File: src/hdl/tkc_pkg.sv
// Shared types and constants for the three-register keystream cipher.
// Used by tkc_front, tkc_back and the top level; depends on nothing else.

package tkc_pkg;

  // Register lengths in bytes.
  localparam int unsigned SHORT_LEN  = 7;
  localparam int unsigned MIDDLE_LEN = 9;
  localparam int unsigned LONG_LEN   = 11;

  // Flat key position boundaries.
  localparam logic [4:0] MIDDLE_BASE = 5'd7;
  localparam logic [4:0] LONG_BASE   = 5'd16;
  localparam logic [4:0] POS_LAST    = 5'd26;

  // Feedback taps of each register.
  localparam int unsigned SHORT_TAP0  = 0;
  localparam int unsigned SHORT_TAP1  = 2;
  localparam int unsigned SHORT_TAP2  = 4;
  localparam int unsigned MIDDLE_TAP0 = 2;
  localparam int unsigned MIDDLE_TAP1 = 4;
  localparam int unsigned MIDDLE_TAP2 = 6;
  localparam int unsigned LONG_TAP0   = 4;
  localparam int unsigned LONG_TAP1   = 6;
  localparam int unsigned LONG_TAP2   = 8;

  // Constant mixed into every new tail byte and into the keystream sum.
  localparam logic [7:0] FEED_CONST = 8'h01;

  // Result queue depth.
  localparam int unsigned RES_DEPTH = 4;

  // Input operation codes.
  typedef enum logic {
    OP_LOAD   = 1'b0,
    OP_CIPHER = 1'b1
  } tkc_op_t;

  // Which shift register a load targets.
  typedef enum logic [1:0] {
    SEL_SHORT  = 2'd0,
    SEL_MIDDLE = 2'd1,
    SEL_LONG   = 2'd2
  } tkc_sel_t;

  // One classified command passed from the front to the back.
  typedef struct packed {
    tkc_op_t    kind;
    tkc_sel_t   sel;
    logic [3:0] idx;
    logic [7:0] data;
  } tkc_cmd_t;

endpackage

File: src/hdl/tkc_front.sv
// Front part of the cipher: accepts input beats, classifies them and
// holds them in a two-entry command queue. Depends on tkc_pkg.

module tkc_front (
  input  logic              clk,
  input  logic              rst,
  input  logic              push,
  output logic              full,
  input  logic              op,
  input  logic [4:0]        key_position,
  input  logic [7:0]        data_byte,
  output logic              cmd_valid,
  output tkc_pkg::tkc_cmd_t cmd,
  input  logic              cmd_pop
);

  tkc_pkg::tkc_cmd_t q_mem [2];
  logic [1:0]        q_count;
  logic              q_wr;
  logic              q_rd;
  logic [1:0]        q_count_next;

  tkc_pkg::tkc_cmd_t cls;
  logic              cls_keep;
  logic              accept;
  logic              enq;

  // Classify the incoming beat; out-of-range loads are dropped here.
  always_comb begin
    cls.kind = tkc_pkg::tkc_op_t'(op);
    cls.data = data_byte;
    cls.sel  = tkc_pkg::SEL_SHORT;
    cls.idx  = key_position[3:0];
    cls_keep = 1'b1;
    if (cls.kind == tkc_pkg::OP_LOAD) begin
      if (key_position inside {[5'd0 : tkc_pkg::MIDDLE_BASE - 5'd1]}) begin
        cls.sel = tkc_pkg::SEL_SHORT;
        cls.idx = key_position[3:0];
      end else if (key_position inside {[tkc_pkg::MIDDLE_BASE : tkc_pkg::LONG_BASE - 5'd1]}) begin
        cls.sel = tkc_pkg::SEL_MIDDLE;
        cls.idx = 4'(key_position - tkc_pkg::MIDDLE_BASE);
      end else if (key_position inside {[tkc_pkg::LONG_BASE : tkc_pkg::POS_LAST]}) begin
        cls.sel = tkc_pkg::SEL_LONG;
        cls.idx = 4'(key_position - tkc_pkg::LONG_BASE);
      end else begin
        cls_keep = 1'b0;
      end
    end
  end

  // Handshake and queue occupancy.
  assign full      = (q_count == 2'd2);
  assign accept    = push && !full;
  assign enq       = accept && cls_keep;
  assign cmd_valid = (q_count != 2'd0);
  assign cmd       = q_mem[q_rd];

  always_comb begin
    q_count_next = q_count;
    if (enq && !(cmd_pop && cmd_valid)) begin
      q_count_next = q_count + 2'd1;
    end else if (!enq && cmd_pop && cmd_valid) begin
      q_count_next = q_count - 2'd1;
    end
  end

  // Queue pointers and count.
  always_ff @(posedge clk) begin
    if (rst) begin
      q_count <= 2'd0;
      q_wr    <= 1'b0;
      q_rd    <= 1'b0;
    end else begin
      q_count <= q_count_next;
      if (enq) begin
        q_wr <= ~q_wr;
      end
      if (cmd_pop && cmd_valid) begin
        q_rd <= ~q_rd;
      end
    end
  end

  // Queue storage.
  always_ff @(posedge clk) begin
    if (enq) begin
      q_mem[q_wr] <= cls;
    end
  end

endmodule

File: src/hdl/tkc_back.sv
// Back part of the cipher: the three key shift registers, the two-stage
// keystream combiner and the four-entry result queue. Depends on tkc_pkg.

module tkc_back (
  input  logic              clk,
  input  logic              rst,
  input  logic              cmd_valid,
  input  tkc_pkg::tkc_cmd_t cmd,
  output logic              cmd_pop,
  output logic              empty,
  input  logic              pop,
  output logic [7:0]        out_byte
);

  logic [7:0] short_reg  [tkc_pkg::SHORT_LEN];
  logic [7:0] middle_reg [tkc_pkg::MIDDLE_LEN];
  logic [7:0] long_reg   [tkc_pkg::LONG_LEN];

  logic       is_cipher;
  logic       room;
  logic       do_load;
  logic       do_cipher;
  logic [7:0] a;
  logic [7:0] b;
  logic [7:0] c;
  logic [15:0] ab_wide;
  logic [15:0] ac_wide;

  logic       s1_valid;
  logic [7:0] s1_ab;
  logic [7:0] s1_ac;
  logic [7:0] s1_c;
  logic [7:0] s1_data;
  logic [15:0] abc_wide;
  logic [7:0] ks;

  logic [7:0] r_mem [tkc_pkg::RES_DEPTH];
  logic [$clog2(tkc_pkg::RES_DEPTH)-1:0] r_wr;
  logic [$clog2(tkc_pkg::RES_DEPTH)-1:0] r_rd;
  logic [$clog2(tkc_pkg::RES_DEPTH):0]   r_count;
  logic [$clog2(tkc_pkg::RES_DEPTH):0]   r_count_next;
  logic       r_pop;

  // Issue control: a cipher beat needs a free result slot counting the one in flight.
  assign is_cipher = (cmd.kind == tkc_pkg::OP_CIPHER);
  assign room      = (r_count + {{$clog2(tkc_pkg::RES_DEPTH){1'b0}}, s1_valid})
                     < ($clog2(tkc_pkg::RES_DEPTH)+1)'(tkc_pkg::RES_DEPTH);
  assign do_load   = cmd_valid && !is_cipher;
  assign do_cipher = cmd_valid && is_cipher && room;
  assign cmd_pop   = do_load || do_cipher;

  // Head bytes and the first level of products.
  assign a       = short_reg[0];
  assign b       = middle_reg[0];
  assign c       = long_reg[0];
  assign ab_wide = a * b;
  assign ac_wide = a * c;

  // Key shift registers: load one byte or shift all three by one byte.
  always_ff @(posedge clk) begin
    if (rst) begin
      for (int i = 0; i < tkc_pkg::SHORT_LEN; i++) short_reg[i] <= 8'd0;
      for (int i = 0; i < tkc_pkg::MIDDLE_LEN; i++) middle_reg[i] <= 8'd0;
      for (int i = 0; i < tkc_pkg::LONG_LEN; i++) long_reg[i] <= 8'd0;
    end else if (do_load) begin
      case (cmd.sel)
        tkc_pkg::SEL_SHORT:  short_reg[cmd.idx[2:0]] <= cmd.data;
        tkc_pkg::SEL_MIDDLE: middle_reg[cmd.idx] <= cmd.data;
        tkc_pkg::SEL_LONG:   long_reg[cmd.idx] <= cmd.data;
        default: ;
      endcase
    end else if (do_cipher) begin
      for (int i = 0; i < tkc_pkg::SHORT_LEN - 1; i++) short_reg[i] <= short_reg[i+1];
      for (int i = 0; i < tkc_pkg::MIDDLE_LEN - 1; i++) middle_reg[i] <= middle_reg[i+1];
      for (int i = 0; i < tkc_pkg::LONG_LEN - 1; i++) long_reg[i] <= long_reg[i+1];
      short_reg[tkc_pkg::SHORT_LEN-1] <= short_reg[tkc_pkg::SHORT_TAP0]
        ^ short_reg[tkc_pkg::SHORT_TAP1] ^ short_reg[tkc_pkg::SHORT_TAP2]
        ^ tkc_pkg::FEED_CONST;
      middle_reg[tkc_pkg::MIDDLE_LEN-1] <= middle_reg[tkc_pkg::MIDDLE_TAP0]
        ^ middle_reg[tkc_pkg::MIDDLE_TAP1] ^ middle_reg[tkc_pkg::MIDDLE_TAP2]
        ^ tkc_pkg::FEED_CONST;
      long_reg[tkc_pkg::LONG_LEN-1] <= long_reg[tkc_pkg::LONG_TAP0]
        ^ long_reg[tkc_pkg::LONG_TAP1] ^ long_reg[tkc_pkg::LONG_TAP2]
        ^ tkc_pkg::FEED_CONST;
    end
  end

  // Stage one: register the partial products.
  always_ff @(posedge clk) begin
    if (rst) begin
      s1_valid <= 1'b0;
    end else begin
      s1_valid <= do_cipher;
    end
  end

  always_ff @(posedge clk) begin
    if (do_cipher) begin
      s1_ab   <= ab_wide[7:0];
      s1_ac   <= ac_wide[7:0];
      s1_c    <= c;
      s1_data <= cmd.data;
    end
  end

  // Stage two: abc + ab + ac + 1, modulo 256, then mix with the data byte.
  assign abc_wide = s1_ab * s1_c;
  assign ks       = abc_wide[7:0] + s1_ab + s1_ac + tkc_pkg::FEED_CONST;

  // Result queue.
  assign empty    = (r_count == '0);
  assign r_pop    = pop && !empty;
  assign out_byte = r_mem[r_rd];

  always_comb begin
    r_count_next = r_count;
    if (s1_valid && !r_pop) begin
      r_count_next = r_count + ($clog2(tkc_pkg::RES_DEPTH)+1)'(1);
    end else if (!s1_valid && r_pop) begin
      r_count_next = r_count - ($clog2(tkc_pkg::RES_DEPTH)+1)'(1);
    end
  end

  always_ff @(posedge clk) begin
    if (rst) begin
      r_count <= '0;
      r_wr    <= '0;
      r_rd    <= '0;
    end else begin
      r_count <= r_count_next;
      if (s1_valid) begin
        r_wr <= r_wr + ($clog2(tkc_pkg::RES_DEPTH))'(1);
      end
      if (r_pop) begin
        r_rd <= r_rd + ($clog2(tkc_pkg::RES_DEPTH))'(1);
      end
    end
  end

  always_ff @(posedge clk) begin
    if (s1_valid) begin
      r_mem[r_wr] <= s1_data ^ ks;
    end
  end

  // The result queue never overflows.
  assert property (@(posedge clk) disable iff (rst)
    r_count <= ($clog2(tkc_pkg::RES_DEPTH)+1)'(tkc_pkg::RES_DEPTH))
    else $error("result queue over capacity");

  // A beat in the combiner always finds a free result slot.
  assert property (@(posedge clk) disable iff (rst)
    s1_valid |-> (r_count < ($clog2(tkc_pkg::RES_DEPTH)+1)'(tkc_pkg::RES_DEPTH)))
    else $error("combiner result has no queue slot");

  // A cipher issue shows up in the combiner on the next cycle.
  assert property (@(posedge clk) disable iff (rst)
    do_cipher |=> s1_valid)
    else $error("cipher beat lost between issue and combiner");

  // Commands are only taken from the queue when one is present.
  assert property (@(posedge clk) disable iff (rst)
    cmd_pop |-> cmd_valid)
    else $error("command taken from empty queue");

endmodule

File: src/hdl/three_register_keystream_cipher_core.sv
// A cipher beat passes the command queue, stage one and the result queue in turn.
// Throughput: one beat per cycle in both directions while full is low; the back end
// issues one command per cycle; ciphers wait for a slot in the four-entry result queue.
// Load beats give no result; loads to positions beyond 26 are dropped at the front.
// Reset (rst, synchronous) clears all three key registers to zero and empties both queues.
// Top level: connects tkc_front and tkc_back; depends on tkc_pkg.

module three_register_keystream_cipher_core (
  input  logic       clk,
  input  logic       rst,
  input  logic       push,
  output logic       full,
  input  logic       op,
  input  logic [4:0] key_position,
  input  logic [7:0] data_byte,
  output logic       empty,
  input  logic       pop,
  output logic [7:0] out_byte
);

  logic              cmd_valid;
  logic              cmd_pop;
  tkc_pkg::tkc_cmd_t cmd;

  // Front: accept and classify.
  tkc_front u_front (
    .clk          (clk),
    .rst          (rst),
    .push         (push),
    .full         (full),
    .op           (op),
    .key_position (key_position),
    .data_byte    (data_byte),
    .cmd_valid    (cmd_valid),
    .cmd          (cmd),
    .cmd_pop      (cmd_pop)
  );

  // Back: key registers, keystream and results.
  tkc_back u_back (
    .clk       (clk),
    .rst       (rst),
    .cmd_valid (cmd_valid),
    .cmd       (cmd),
    .cmd_pop   (cmd_pop),
    .empty     (empty),
    .pop       (pop),
    .out_byte  (out_byte)
  );

endmodule
File: config.mk
export PLATFORM = sky130hd
export DESIGN_NAME = three_register_keystream_cipher_core
export DESIGN_NICKNAME = d
export VERILOG_FILES = /design/src/hdl/tkc_pkg.sv /design/src/hdl/tkc_front.sv /design/src/hdl/tkc_back.sv /design/src/hdl/three_register_keystream_cipher_core.sv
export SDC_FILE = /design/constraint.sdc
export NUM_CORES = 1
export LEC_CHECK = 0
export ABC_AREA = 1
export BUFFER_PORTS_ARGS = -buffer_cell sky130_fd_sc_hd__buf_2
export CORE_ASPECT_RATIO = 0.9
export CORE_MARGIN = 4
export CORE_UTILIZATION = 65
export CTS_CLUSTER_DIAMETER = 200
export DETAILED_ROUTE_END_ITERATION = 6
export MAX_ROUTING_LAYER = met4
export PLACE_DENSITY = 0.81
export SKIP_CTS_REPAIR_TIMING = 1
export SYNTH_ARGS = -nofsm -noshare
export SYNTH_HDL_FRONTEND = slang
export SYNTH_HIERARCHICAL = 1
export SYNTH_SLANG_ARGS = --single-unit
File: constraint.sdc
create_clock -name clk -period 7 [get_ports clk]
set_input_delay 0.35 -clock clk [delete_from_list [all_inputs] [get_ports clk]]
set_output_delay 0.35 -clock clk [all_outputs]
set_load 0.05 [all_outputs]
**Yosys cells after proc, flatten, opt, wreduce, memory -nomap -nowiden**

Memory sizes are Yosys's and may differ from the RTL's. A register that Yosys moved wholly into a read port is not among the register bits.
Index checks and enable logic that the tools add are counted.
W data, S select, Z words.

- Logic and storage cells: 185
- Memories: 5
- Register bits after elaboration: 44
- Memory bits (writable): 278
- Output and inout bits: 10
- Bits of input ports: 18

Memories:

| memory | depth | bits a word | rd ports | clocked after Yosys merged registers in | write ports | line | source |
|---|---|---|---|---|---|---|---|
| u_back.long_reg | 11 | 8 | 11 | 0 | 11 | tkc_back.sv:17 | `logic [7:0] long_reg [tkc_pkg::LONG_LEN];` |
| u_back.middle_reg | 9 | 8 | 9 | 0 | 9 | tkc_back.sv:16 | `logic [7:0] middle_reg [tkc_pkg::MIDDLE_LEN];` |
| u_back.short_reg | 7 | 8 | 7 | 0 | 7 | tkc_back.sv:15 | `logic [7:0] short_reg [tkc_pkg::SHORT_LEN];` |
| u_back.r_mem | 4 | 8 | 1 | 1 | 1 | tkc_back.sv:37 | `logic [7:0] r_mem [tkc_pkg::RES_DEPTH];` |
| u_front.q_mem | 2 | 15 | 1 | 1 | 1 | tkc_front.sv:17 | `tkc_pkg::tkc_cmd_t q_mem [2];` |

- Order comparisons: 7
- Bitwise operators: 39
- Multiplexer cells: 74
- Equality and inequality tests: 3
- Add/sub/neg operators: 12
- Reduce and logical (&&, ||, !) cells: 31
- Multipliers: 3

Operators with widths:

| cell | count |
|---|---|
| $mux W8 | 30 |
| $xor A8 B8 Y8 | 7 |
| $mux W1 | 31 |
| $or A1 B1 Y1 | 27 |
| $mul A8 B8 Y8 | 3 |
| $mux W6 | 4 |
| $reduce_or A8 Y1 | 3 |
| $add A8 B8 Y8 | 2 |
| $logic_and A1 B1 Y1 | 15 |
| $mux W3 | 3 |
| $add A8 B1 Y8 const B | 1 |
| $mux W2 | 4 |
| $mux W4 | 2 |
| $logic_not A1 Y1 | 7 |
| $add A2 B1 Y2 const B | 3 |
| $reduce_bool A2 Y1 | 3 |
| $ge A5 B1 Y1 const B | 1 |
| $ge A5 B3 Y1 const B | 1 |
| $ge A5 B5 Y1 const B | 1 |
| $le A5 B3 Y1 const B | 1 |
| $le A5 B4 Y1 const B | 1 |
| $le A5 B5 Y1 const B | 1 |
| $not A1 Y1 | 5 |
| $eq A2 B2 Y1 const B | 2 |
| 11 further kinds | 11 |

**Longest topological paths before layout**

Gate-level depths: netlist of run 1.

- Depth after elaboration: 12
- Mapped depth: 22
- Depth with buffers taken out: 20

**By module**

The synthesis of run 1 kept the hierarchy.

Modules (own cells, without submodules):

| module | area each (µm²) | cells each | instances | seq. area each (µm²) |
|---|---|---|---|---|
| tkc_back | 16066.7 | 1621 | 1 | 8608.3 |
| tkc_front | 1521.5 | 117 | 1 | 1001.0 |

**Least setup slack after synthesis of run 1**

OpenSTA, ideal clock, no wires.

- Path type: register -> register
- Start: register u_back.s1_ab[1]
- End: memory u_back.r_mem[0][7], data pin
- Data arrival time: 3.971 ns
- Required time: 6.735 ns
- Cell stages (with the launch flop): 18
- Setup time: 0.265 ns
- Slack: 2.763 ns
- Period minus slack after synthesis: 4.237 ns
- Path buffers: 1
- Cells stage by stage: edfxtp_1 > clkbuf_1 > nand2_1 > fa_1 > fa_1 > fa_1 > fa_1 > fa_1 > inv_1 > ha_1 > a21oi_1 > nand3_1 > inv_1 > nand2_1 > nand2_1 > inv_1 > nand3_1 > nand2_1

- Cells in the longest elaborated chain, start to end: 5

Ends and longest elaborated chain:

| what | line | source |
|---|---|---|
| start: declaration | tkc_back.sv:30 | `logic [7:0] s1_ab;` |
| start signal: assignment | tkc_back.sv:99 | `s1_ab <= ab_wide[7:0];` |
| $mul A8 B8 Y8 | tkc_back.sv:107 | `assign abc_wide = s1_ab * s1_c;` |
| $add A8 B8 Y8 (*) (2 in series) | tkc_back.sv:108 | `assign ks = abc_wide[7:0] + s1_ab + s1_ac + tkc_pkg::FEED_CONST;` |
| $add A8 B1 Y8 (*) | tkc_back.sv:108 |  |
| $xor A8 B8 Y8 (*) | tkc_back.sv:142 | `r_mem[r_wr] <= s1_data ^ ks;` |
| end: declaration | tkc_back.sv:37 |  |

Mark *: on every way between the ends. The rest lies on a longest branch, timed or not.

**Worst setup path in the final report of run 1**

- Start: register u_back.s1_c[1]
- End: memory u_back.r_mem[1][5], data pin

- Cells in the longest elaborated chain, start to end: 5

Ends and longest elaborated chain:

| what | line | source |
|---|---|---|
| start: declaration | tkc_back.sv:32 | `logic [7:0] s1_c;` |
| start signal: assignment | tkc_back.sv:101 | `s1_c <= c;` |
| $mul A8 B8 Y8 | tkc_back.sv:107 |  |
| $add A8 B8 Y8 (2 in series) | tkc_back.sv:108 |  |
| $add A8 B1 Y8 | tkc_back.sv:108 |  |
| $xor A8 B8 Y8 | tkc_back.sv:142 |  |

Every way passes these cells.

==> results of run 1 <==
-- worst paths after layout --
check / depth (start not counted) / slack [ns] / to / from
hold / removal: 1 / 0.02 / u_front/q_mem[1][5] / data_byte[5]
hold reg to reg: 1 / 0.48 / register / u_front/q_rd
setup / recovery: 15 / 2.46 / u_back/r_mem[1][5] / u_back/s1_c[1]
setup reg to reg: 15 / 2.46 / u_back/r_mem[1][5] / u_back/s1_c[1]
-- layer usage --
layer  part of all wire [%]  GRT usage [%]
met5                      0              -
met4                    2.0           6.68
met2                     50           42.8
met1                     42           32.8
met3                    6.1           3.14
-- power by group through the flow --
stage               Combinational [mW]  Sequential (mW)  Clock (mW)
floorplan                         2.13             2.93           0
global placement                  2.55             3.02           0
detailed placement                2.70             3.04           0
CTS                               2.75             3.00        1.74
global route                      3.13             3.03        1.83
finish                            2.74             3.00        1.72
-- critical path, delay by kind of cell, from the launching register on --
| family | cells | cell delay [ns] |
|---|---|---|
| adders and majority gates | 6 | 2.72 |
| xor gates and xnor gates | 2 | 0.53 |
| DFF | 1 | 0.47 |
| and+or+nand+nor | 3 | 0.29 |
| AOI/OAI and AO/OA | 1 | 0.20 |
| buffers and inverters | 3 | 0.16 |
-- Yosys cell counts (4+ instances only) --
cell / number
sky130_fd_sc_hd__a21oi_1: 35
sky130_fd_sc_hd__buf_2: 12
sky130_fd_sc_hd__buf_4: 19
sky130_fd_sc_hd__clkbuf_1: 34
sky130_fd_sc_hd__clkinv_1: 10
sky130_fd_sc_hd__dfxtp_1: 15
sky130_fd_sc_hd__edfxtp_1: 310
sky130_fd_sc_hd__fa_1: 48
sky130_fd_sc_hd__ha_1: 60
sky130_fd_sc_hd__inv_1: 422
sky130_fd_sc_hd__inv_2: 4
sky130_fd_sc_hd__mux2_2: 15
sky130_fd_sc_hd__nand2_1: 305
sky130_fd_sc_hd__nand2_2: 4
sky130_fd_sc_hd__nand3_1: 48
sky130_fd_sc_hd__nand3_2: 4
sky130_fd_sc_hd__nand4_1: 6
sky130_fd_sc_hd__nor2_1: 47
sky130_fd_sc_hd__o21ai_0: 46
sky130_fd_sc_hd__o21ai_2: 8
sky130_fd_sc_hd__o22ai_1: 208
sky130_fd_sc_hd__xnor2_1: 27
sky130_fd_sc_hd__xor2_1: 25
-- per-stage QoR --
stage               cell area [µm²]  std cells  hold WS (ns)  setup WS, ns
global placement              17900       2050         0.436          2.58
floorplan                     17600       1738         0.412          2.76
global route                  18900       2111       0.00513          2.24
CTS                           18900       2111       0.00326          2.47
detailed placement            17900       2050         0.470          2.45
finish                        18900       2111        0.0215          2.46
-- cell families after synthesis --
| logic type | Yosys count | share of synthesized area, % |
|---|---|---|
| AO/OA/AOI/OAI | 302 | 10.3 |
| AND/OR/NAND/NOR | 433 | 10.5 |
| buffers and inverters | 503 | 11.3 |
| multiplexers | 15 | 0.960 |
| XOR/XNOR | 52 | 2.59 |
| flip-flops | 325 | 54.6 |
| adder cells (fa/ha/maj) | 108 | 9.73 |
-- final cells by class --
type                    instances  area [µm²]
repair buffers                 31         178
fillers                      1804        7410
clock inverters                15         171
well taps                     348         435
inverters                     436        1640
clock buffers                  46         896
flip-flops and latches        325        9610
multi-input cells             910        6000
-- placed cells by master, fill, tap and decap left out, types with 6 or more instances in the layout --
cell                        synthesis  layout
sky130_fd_sc_hd__nand2_1          305     304
sky130_fd_sc_hd__clkinv_1          10      15
sky130_fd_sc_hd__o21ai_0           46      46
sky130_fd_sc_hd__dfxtp_1           15      15
sky130_fd_sc_hd__fa_1              48      48
sky130_fd_sc_hd__edfxtp_1         310     310
sky130_fd_sc_hd__inv_1            422     422
sky130_fd_sc_hd__mux2_2            15      15
sky130_fd_sc_hd__nand4_1            6       6
sky130_fd_sc_hd__a21oi_1           35      35
sky130_fd_sc_hd__ha_1              60      60
sky130_fd_sc_hd__xnor2_1           27      27
sky130_fd_sc_hd__o21ai_2            8       8
sky130_fd_sc_hd__nand3_1           48      48
sky130_fd_sc_hd__xor2_1            25      25
sky130_fd_sc_hd__o22ai_1          208     208
sky130_fd_sc_hd__buf_2             12      27
sky130_fd_sc_hd__clkbuf_16          0      34
sky130_fd_sc_hd__clkbuf_1          34      12
sky130_fd_sc_hd__nor2_1            47      47
==> reports/metrics.cfg, run 1 <==
[timing]
setup-tns-final_ns=0
max_slew_margin_pct=16.9
clock-skew-final_ns=0.0376
final.period_utilization_pct=64.9
finalCriticalPeriod_ns=4.54
grt_setup_unrepaired=false
actual_transition_at_the_worst_max_transition_pin_ns=1.24
setup_violations=0
final_hold_viol_count=0
fmax_mhz=220
report.final.slew_viol_count=0

[die]
placeableCoreArea_mm2=0.0263
num_io_pins=28
fp.dieArea_mm2=0.0298
die_wd_um=181
chipHeight_um=164
num_rows=56
floorplan.initialDensity_pct=66.8

[place]
finalWeightedCongestion=0.864
buffer_ports.inserted=27
detailed_place_hpwl_um=23900

[detailed_routing]
route.final.wire_length_um=36000
drt-wirelength-per-cell_um=17.1
detailed_route_vias_per_instance=5.72
dr.pass1.iters=5
antenna_violating_nets_post_route=0
post-route-drc-count=0
drt_first_iter_violations=1129
dr_total_vias=12100

[cts]
cts.sinks=325
tritoncts.num_buffers=34
cts.path.max_buffers=3
maximum_level_of_the_cts_h_tree=2
worst_skew_pair.late_latency_ns=0.52
cts_tree=built
worst_setup_hold_path_clk_slew_ns=0.06
root_buf_cell=sky130_fd_sc_hd__clkbuf_16

[setup_path]
crit_path_dat_ns=4.86
worst_path_largest_cell_delay_ns=0.55
cp-end-kind=register
crit_top_cell=sky130_fd_sc_hd__fa_1
worstPathCellList=nand2_1 > fa_1 > inv_1 > fa_1 > ha_1 > fa_1 > inv_1 > fa_1 > inv_1 > ha_1 > nand2_1 > nand2_1 > a31oi_1 > xor2_1 > xor2_1
critPathMaxFanout=7
cp_required_ns=7.31
crit_path_start_kind=register
cp_slowest_cell=sky130_fd_sc_hd__fa_1
crit_type=reg2reg

[synthesis]
synth-seq-cells=325
yosysSeqAreaShare_pct=54.6
synth_flop_cell=sky130_fd_sc_hd__edfxtp_1
number_of_different_library_cells_in_the_post_synthesis_netlist=40
synth_async_sr_flop_share_pct=0
syn_avg_cell_area_um2=10.1
post_synth_top_area_cell=sky130_fd_sc_hd__edfxtp_1
number_of_warnings_issued_by_yosys=6
mappedNetlistNets=1864
synth-edff-count=310
synth_cells=1738
synth.top_cells.by_area=sky130_fd_sc_hd__edfxtp_1, sky130_fd_sc_hd__inv_1, sky130_fd_sc_hd__o22ai_1, sky130_fd_sc_hd__nand2_1, sky130_fd_sc_hd__fa_1
post_synthesis_cell_area_mm2=0.0176
synth_top_area_share_pct=52.9

[run_status]
run_status=completed

[pwr]
seq_power_share_pct=40.2
totalPowerFinal_mw=7.46
power.ir.vdd_worst_mv=0.300
clkPwrFrac_pct=23.0
switching_share_of_power_pct=37.1
power.combinational.fraction_pct=36.7
areal_power_density_over_the_cells_mw_per_mm2=394
power.net_switching_mw=2.76
internal_power_mw=4.69
cellLeakagePower_nw=8.36

[cells_and_area]
antennaDiodeCount=0
final_net_count=1864
synthToLayoutAreaGrowth_pct=7.63
final_core_util_pct=71.9
largest_register_ffs=88
drive_gt1_share_pct=7.09

[global_route]
first_global_vias=12000
grt_max_degree=187
grt_pass1_wl_um=59400
grtUsageTotal_pct=25.2
grt_antenna_before_repair=0
gr-total-overflow=0

[job]
max_cap_violations=0

[hold_path]
min-delay-path-class=in2reg

Power figures use the tool's default switching activity.
==> run 2: changes to the inputs <==
CORE_UTILIZATION = 64   (was 65)
PLACE_DENSITY = 0.8   (was 0.81)
clock period = 4.5 ns   (was 7 ns; I/O delays follow)
==> run 2 against run 1 <==
  * The run now ends with hold timing left
  * Flip-flop and latch count unchanged
  * Final cell count up 1.8%
  * Maximum frequency grew 1.8%
  * Die area is 1.5% higher
  * Routed wire length rose by 3.9%
  * Core utilization down 0.48 points
  * Via count increased by 2.1%
  * Combinational power up 73%
  * Worst hold slack worse by 0.028 ns
  * Cell area grew 1.9%
==> reports/metrics.cfg, run 2 (synthesis gave the netlist of run 1 again) <==
[global_route]
grtUsageTotal_pct=25.4  ; +0.19 points
gr-total-overflow=0  ; unchanged
grt_antenna_before_repair=1  ; +1
first_global_vias=12100  ; +1.1%
grt_max_degree=70  ; -63%
grt_pass1_wl_um=60100  ; +1.2%

[setup_path]
cp-startpoint=u_back/s1_c[1]
crit_type=reg2reg
crit_path_start_kind=register
worst_path_largest_cell_delay_ns=0.52  ; -0.03 ns
critPathMaxFanout=5  ; -2
worst_r2r_startpoint=u_back/s1_c[1]
cp-end-kind=register
cp_slowest_cell=sky130_fd_sc_hd__fa_1
worstReg2RegEnd=u_back/r_mem[3][5]
timing.reg2reg.setup_slack_ns=0.03  ; -2.42 ns
crit_top_cell=sky130_fd_sc_hd__fa_1
ff2ff_path_depth=16  ; +1
worstPathCellList=buf_4 > nand2_2 > fa_1 > inv_1 > fa_1 > ha_4 > fa_1 > inv_1 > fa_1 > inv_1 > ha_4 > nand2_1 > nand2_1 > a31oi_1 > xor2_1 > xor2_1
crit_path_dat_ns=4.80  ; -0.06 ns
cp_required_ns=4.83  ; -2.48 ns

[run_status]
violated_checks=hold timing
run_status=complete, but fails checks

[detailed_routing]
antenna_violating_nets_post_route=0  ; unchanged
drt_first_iter_violations=1148  ; +1.7%
route.final.wire_length_um=37400  ; +3.9%
drt-wirelength-per-cell_um=17.4  ; +2.0%
dr.pass1.iters=6  ; +1
post-route-drc-count=0  ; unchanged
detailed_route_vias_per_instance=5.73  ; +0.28%
dr_total_vias=12300  ; +2.1%

[timing]
finalCriticalPeriod_ns=4.47  ; -0.0795 ns
setup_slack_ns=0.0350  ; -2.42 ns
setup-tns-final_ns=0  ; unchanged
report.final.slew_viol_count=0  ; unchanged
max_slew_margin_pct=20.7  ; +3.8 points
clock-skew-final_ns=0.0139  ; -0.0237 ns
final_hold_viol_count=1  ; +1
actual_transition_at_the_worst_max_transition_pin_ns=1.18  ; -0.0546 ns
fmax_mhz=224  ; +1.8%
final.period_utilization_pct=99.2  ; +34 points
setup_violations=0  ; unchanged
worst_hold_slack_ns=-0.00600  ; -0.0275 ns

[pwr]
switching_share_of_power_pct=37.6  ; +0.57 points
clkPwrFrac_pct=22.4  ; -0.6 points
totalPowerFinal_mw=12.1  ; +62%
seq_power_share_pct=38.4  ; -1.8 points
power.combinational.fraction_pct=39.3  ; +2.6 points
power.net_switching_mw=4.54  ; +64%
cellLeakagePower_nw=8.53  ; +2.0%
power.ir.vdd_worst_mv=0.609  ; +100%
internal_power_mw=7.53  ; +60%
areal_power_density_over_the_cells_mw_per_mm2=626  ; +59%

[cells_and_area]
layout.cells.most_common=sky130_fd_sc_hd__inv_1
final_net_count=1897  ; +1.8%
largest_register_ffs=88  ; unchanged
drive_gt1_share_pct=9.25  ; +2.2 points
antennaDiodeCount=0  ; unchanged
synthToLayoutAreaGrowth_pct=9.69
final_area_mm2=0.0193  ; +1.9%
most-common-layout-cells=sky130_fd_sc_hd__inv_1, sky130_fd_sc_hd__edfxtp_1, sky130_fd_sc_hd__nand2_1

[cts]
cts_tree=built
cts.sinks=325  ; unchanged
maximum_level_of_the_cts_h_tree=2  ; unchanged
worst_skew_pair.late_latency_ns=0.52  ; about the same
worst_setup_hold_path_clk_slew_ns=0.06  ; about the same
cts.path.max_buffers=3  ; unchanged
tritoncts.num_buffers=34  ; unchanged
root_buf_cell=sky130_fd_sc_hd__clkbuf_16

[place]
finalWeightedCongestion=0.853  ; -1.2%
placement.cell_area_mm2=0.0180  ; +0.74%
dp_slack_ns=0.0345  ; -2.42 ns
detailed_place_hpwl_um=24500  ; +2.5%
buffer_ports.inserted=27  ; unchanged

[die]
placeableCoreArea_mm2=0.0270  ; +2.6%
die_wd_um=183  ; +0.74%
num_rows=57  ; +1.8%
fp.dieArea_mm2=0.0302  ; +1.5%
num_io_pins=28  ; unchanged
chipHeight_um=165  ; +0.74%
floorplan.initialDensity_pct=65.1  ; -1.7 points

[hold_path]
min_path_cells=2  ; +1
hold_end=u_front/q_count[0]
hp-start=rst
min-delay-path-class=in2reg

[job]
max_cap_violations=0  ; unchanged

-- run 2: cell types whose count changed in the layout (fill, tap and decap cells not counted), moves of 3 or more --
cell                            delta
sky130_fd_sc_hd__fa_2              +3
sky130_fd_sc_hd__clkinv_2          +3
sky130_fd_sc_hd__dlygate4sd3_1     +9
sky130_fd_sc_hd__buf_4            +23
sky130_fd_sc_hd__clkbuf_1          -4
sky130_fd_sc_hd__ha_1              -4
sky130_fd_sc_hd__fa_1              -3
sky130_fd_sc_hd__ha_4              +4
sky130_fd_sc_hd__nand2_2           +5
sky130_fd_sc_hd__nand2_1           -5
-- run 2: power groups by stage --
stage / clock network [mW] / registers, mW / logic, mW
5_1_grt: 2.88 / 4.68 / 5.28
4_1_cts: 2.73 / 4.63 / 4.33
6_report: 2.70 / 4.63 / 4.74
2_1_floorplan: 0 / 4.56 / 3.31
3_5_place_dp: 0 / 4.69 / 4.25
3_3_place_gp: 0 / 4.66 / 4.04
-- run 2: worst max-delay path: cells and delay by family (launching register included) --
| kind | cells | cell delay (ns) |
|---|---|---|
| and+or+nand+nor | 3 | 0.19 |
| buffers and inverters | 4 | 0.34 |
| xor gates and xnor gates | 2 | 0.60 |
| AOI/OAI and AO/OA | 1 | 0.22 |
| adders and majority gates | 6 | 2.48 |
| DFF | 1 | 0.45 |
-- run 2: cell type report --
cell class	count	area, µm²
inverters	436	1640
fillers	1819	7740
well taps	354	443
flip-flops and latches	325	9610
clock inverters	17	158
clock buffers	43	906
multi-input cells	910	6080
repair buffers	64	460
-- run 2: metrics by stage --
| stage | util, % | cells |
|---|---|---|
| CTS | 70.5 | 2131 |
| global placement | 66.6 | 2071 |
| finish | 71.4 | 2149 |
| global route | 71.4 | 2149 |
| floorplan | - | 1738 |
| detailed placement | 66.6 | 2071 |
-- run 2: metal layers --
layer | track usage [%] | wire [µm] | up-vias
li1 | - | - | 5822
met1 | 31.7 | 14700 | 5911
met2 | 43.8 | 19000 | 505
met3 | 4.23 | 2850 | 84
met4 | 6.55 | 798 | 0
met5 | - | 0 | -
-- run 2: worst max-delay path by stage --
| stage | slack (ns) | endpoint |
|---|---|---|
| 2_1_floorplan | 0.26 | u_back/r_mem[0][7] |
| 3_3_place_gp | 0.17 | u_back/r_mem[1][5] |
| 3_5_place_dp | 0.03 | u_back/r_mem[1][5] |
| 4_1_cts | -0.03 | u_back/r_mem[1][5] |
| 5_1_grt | -0.11 | u_back/r_mem[3][5] |
| 6_report | 0.03 | u_back/r_mem[3][5] |
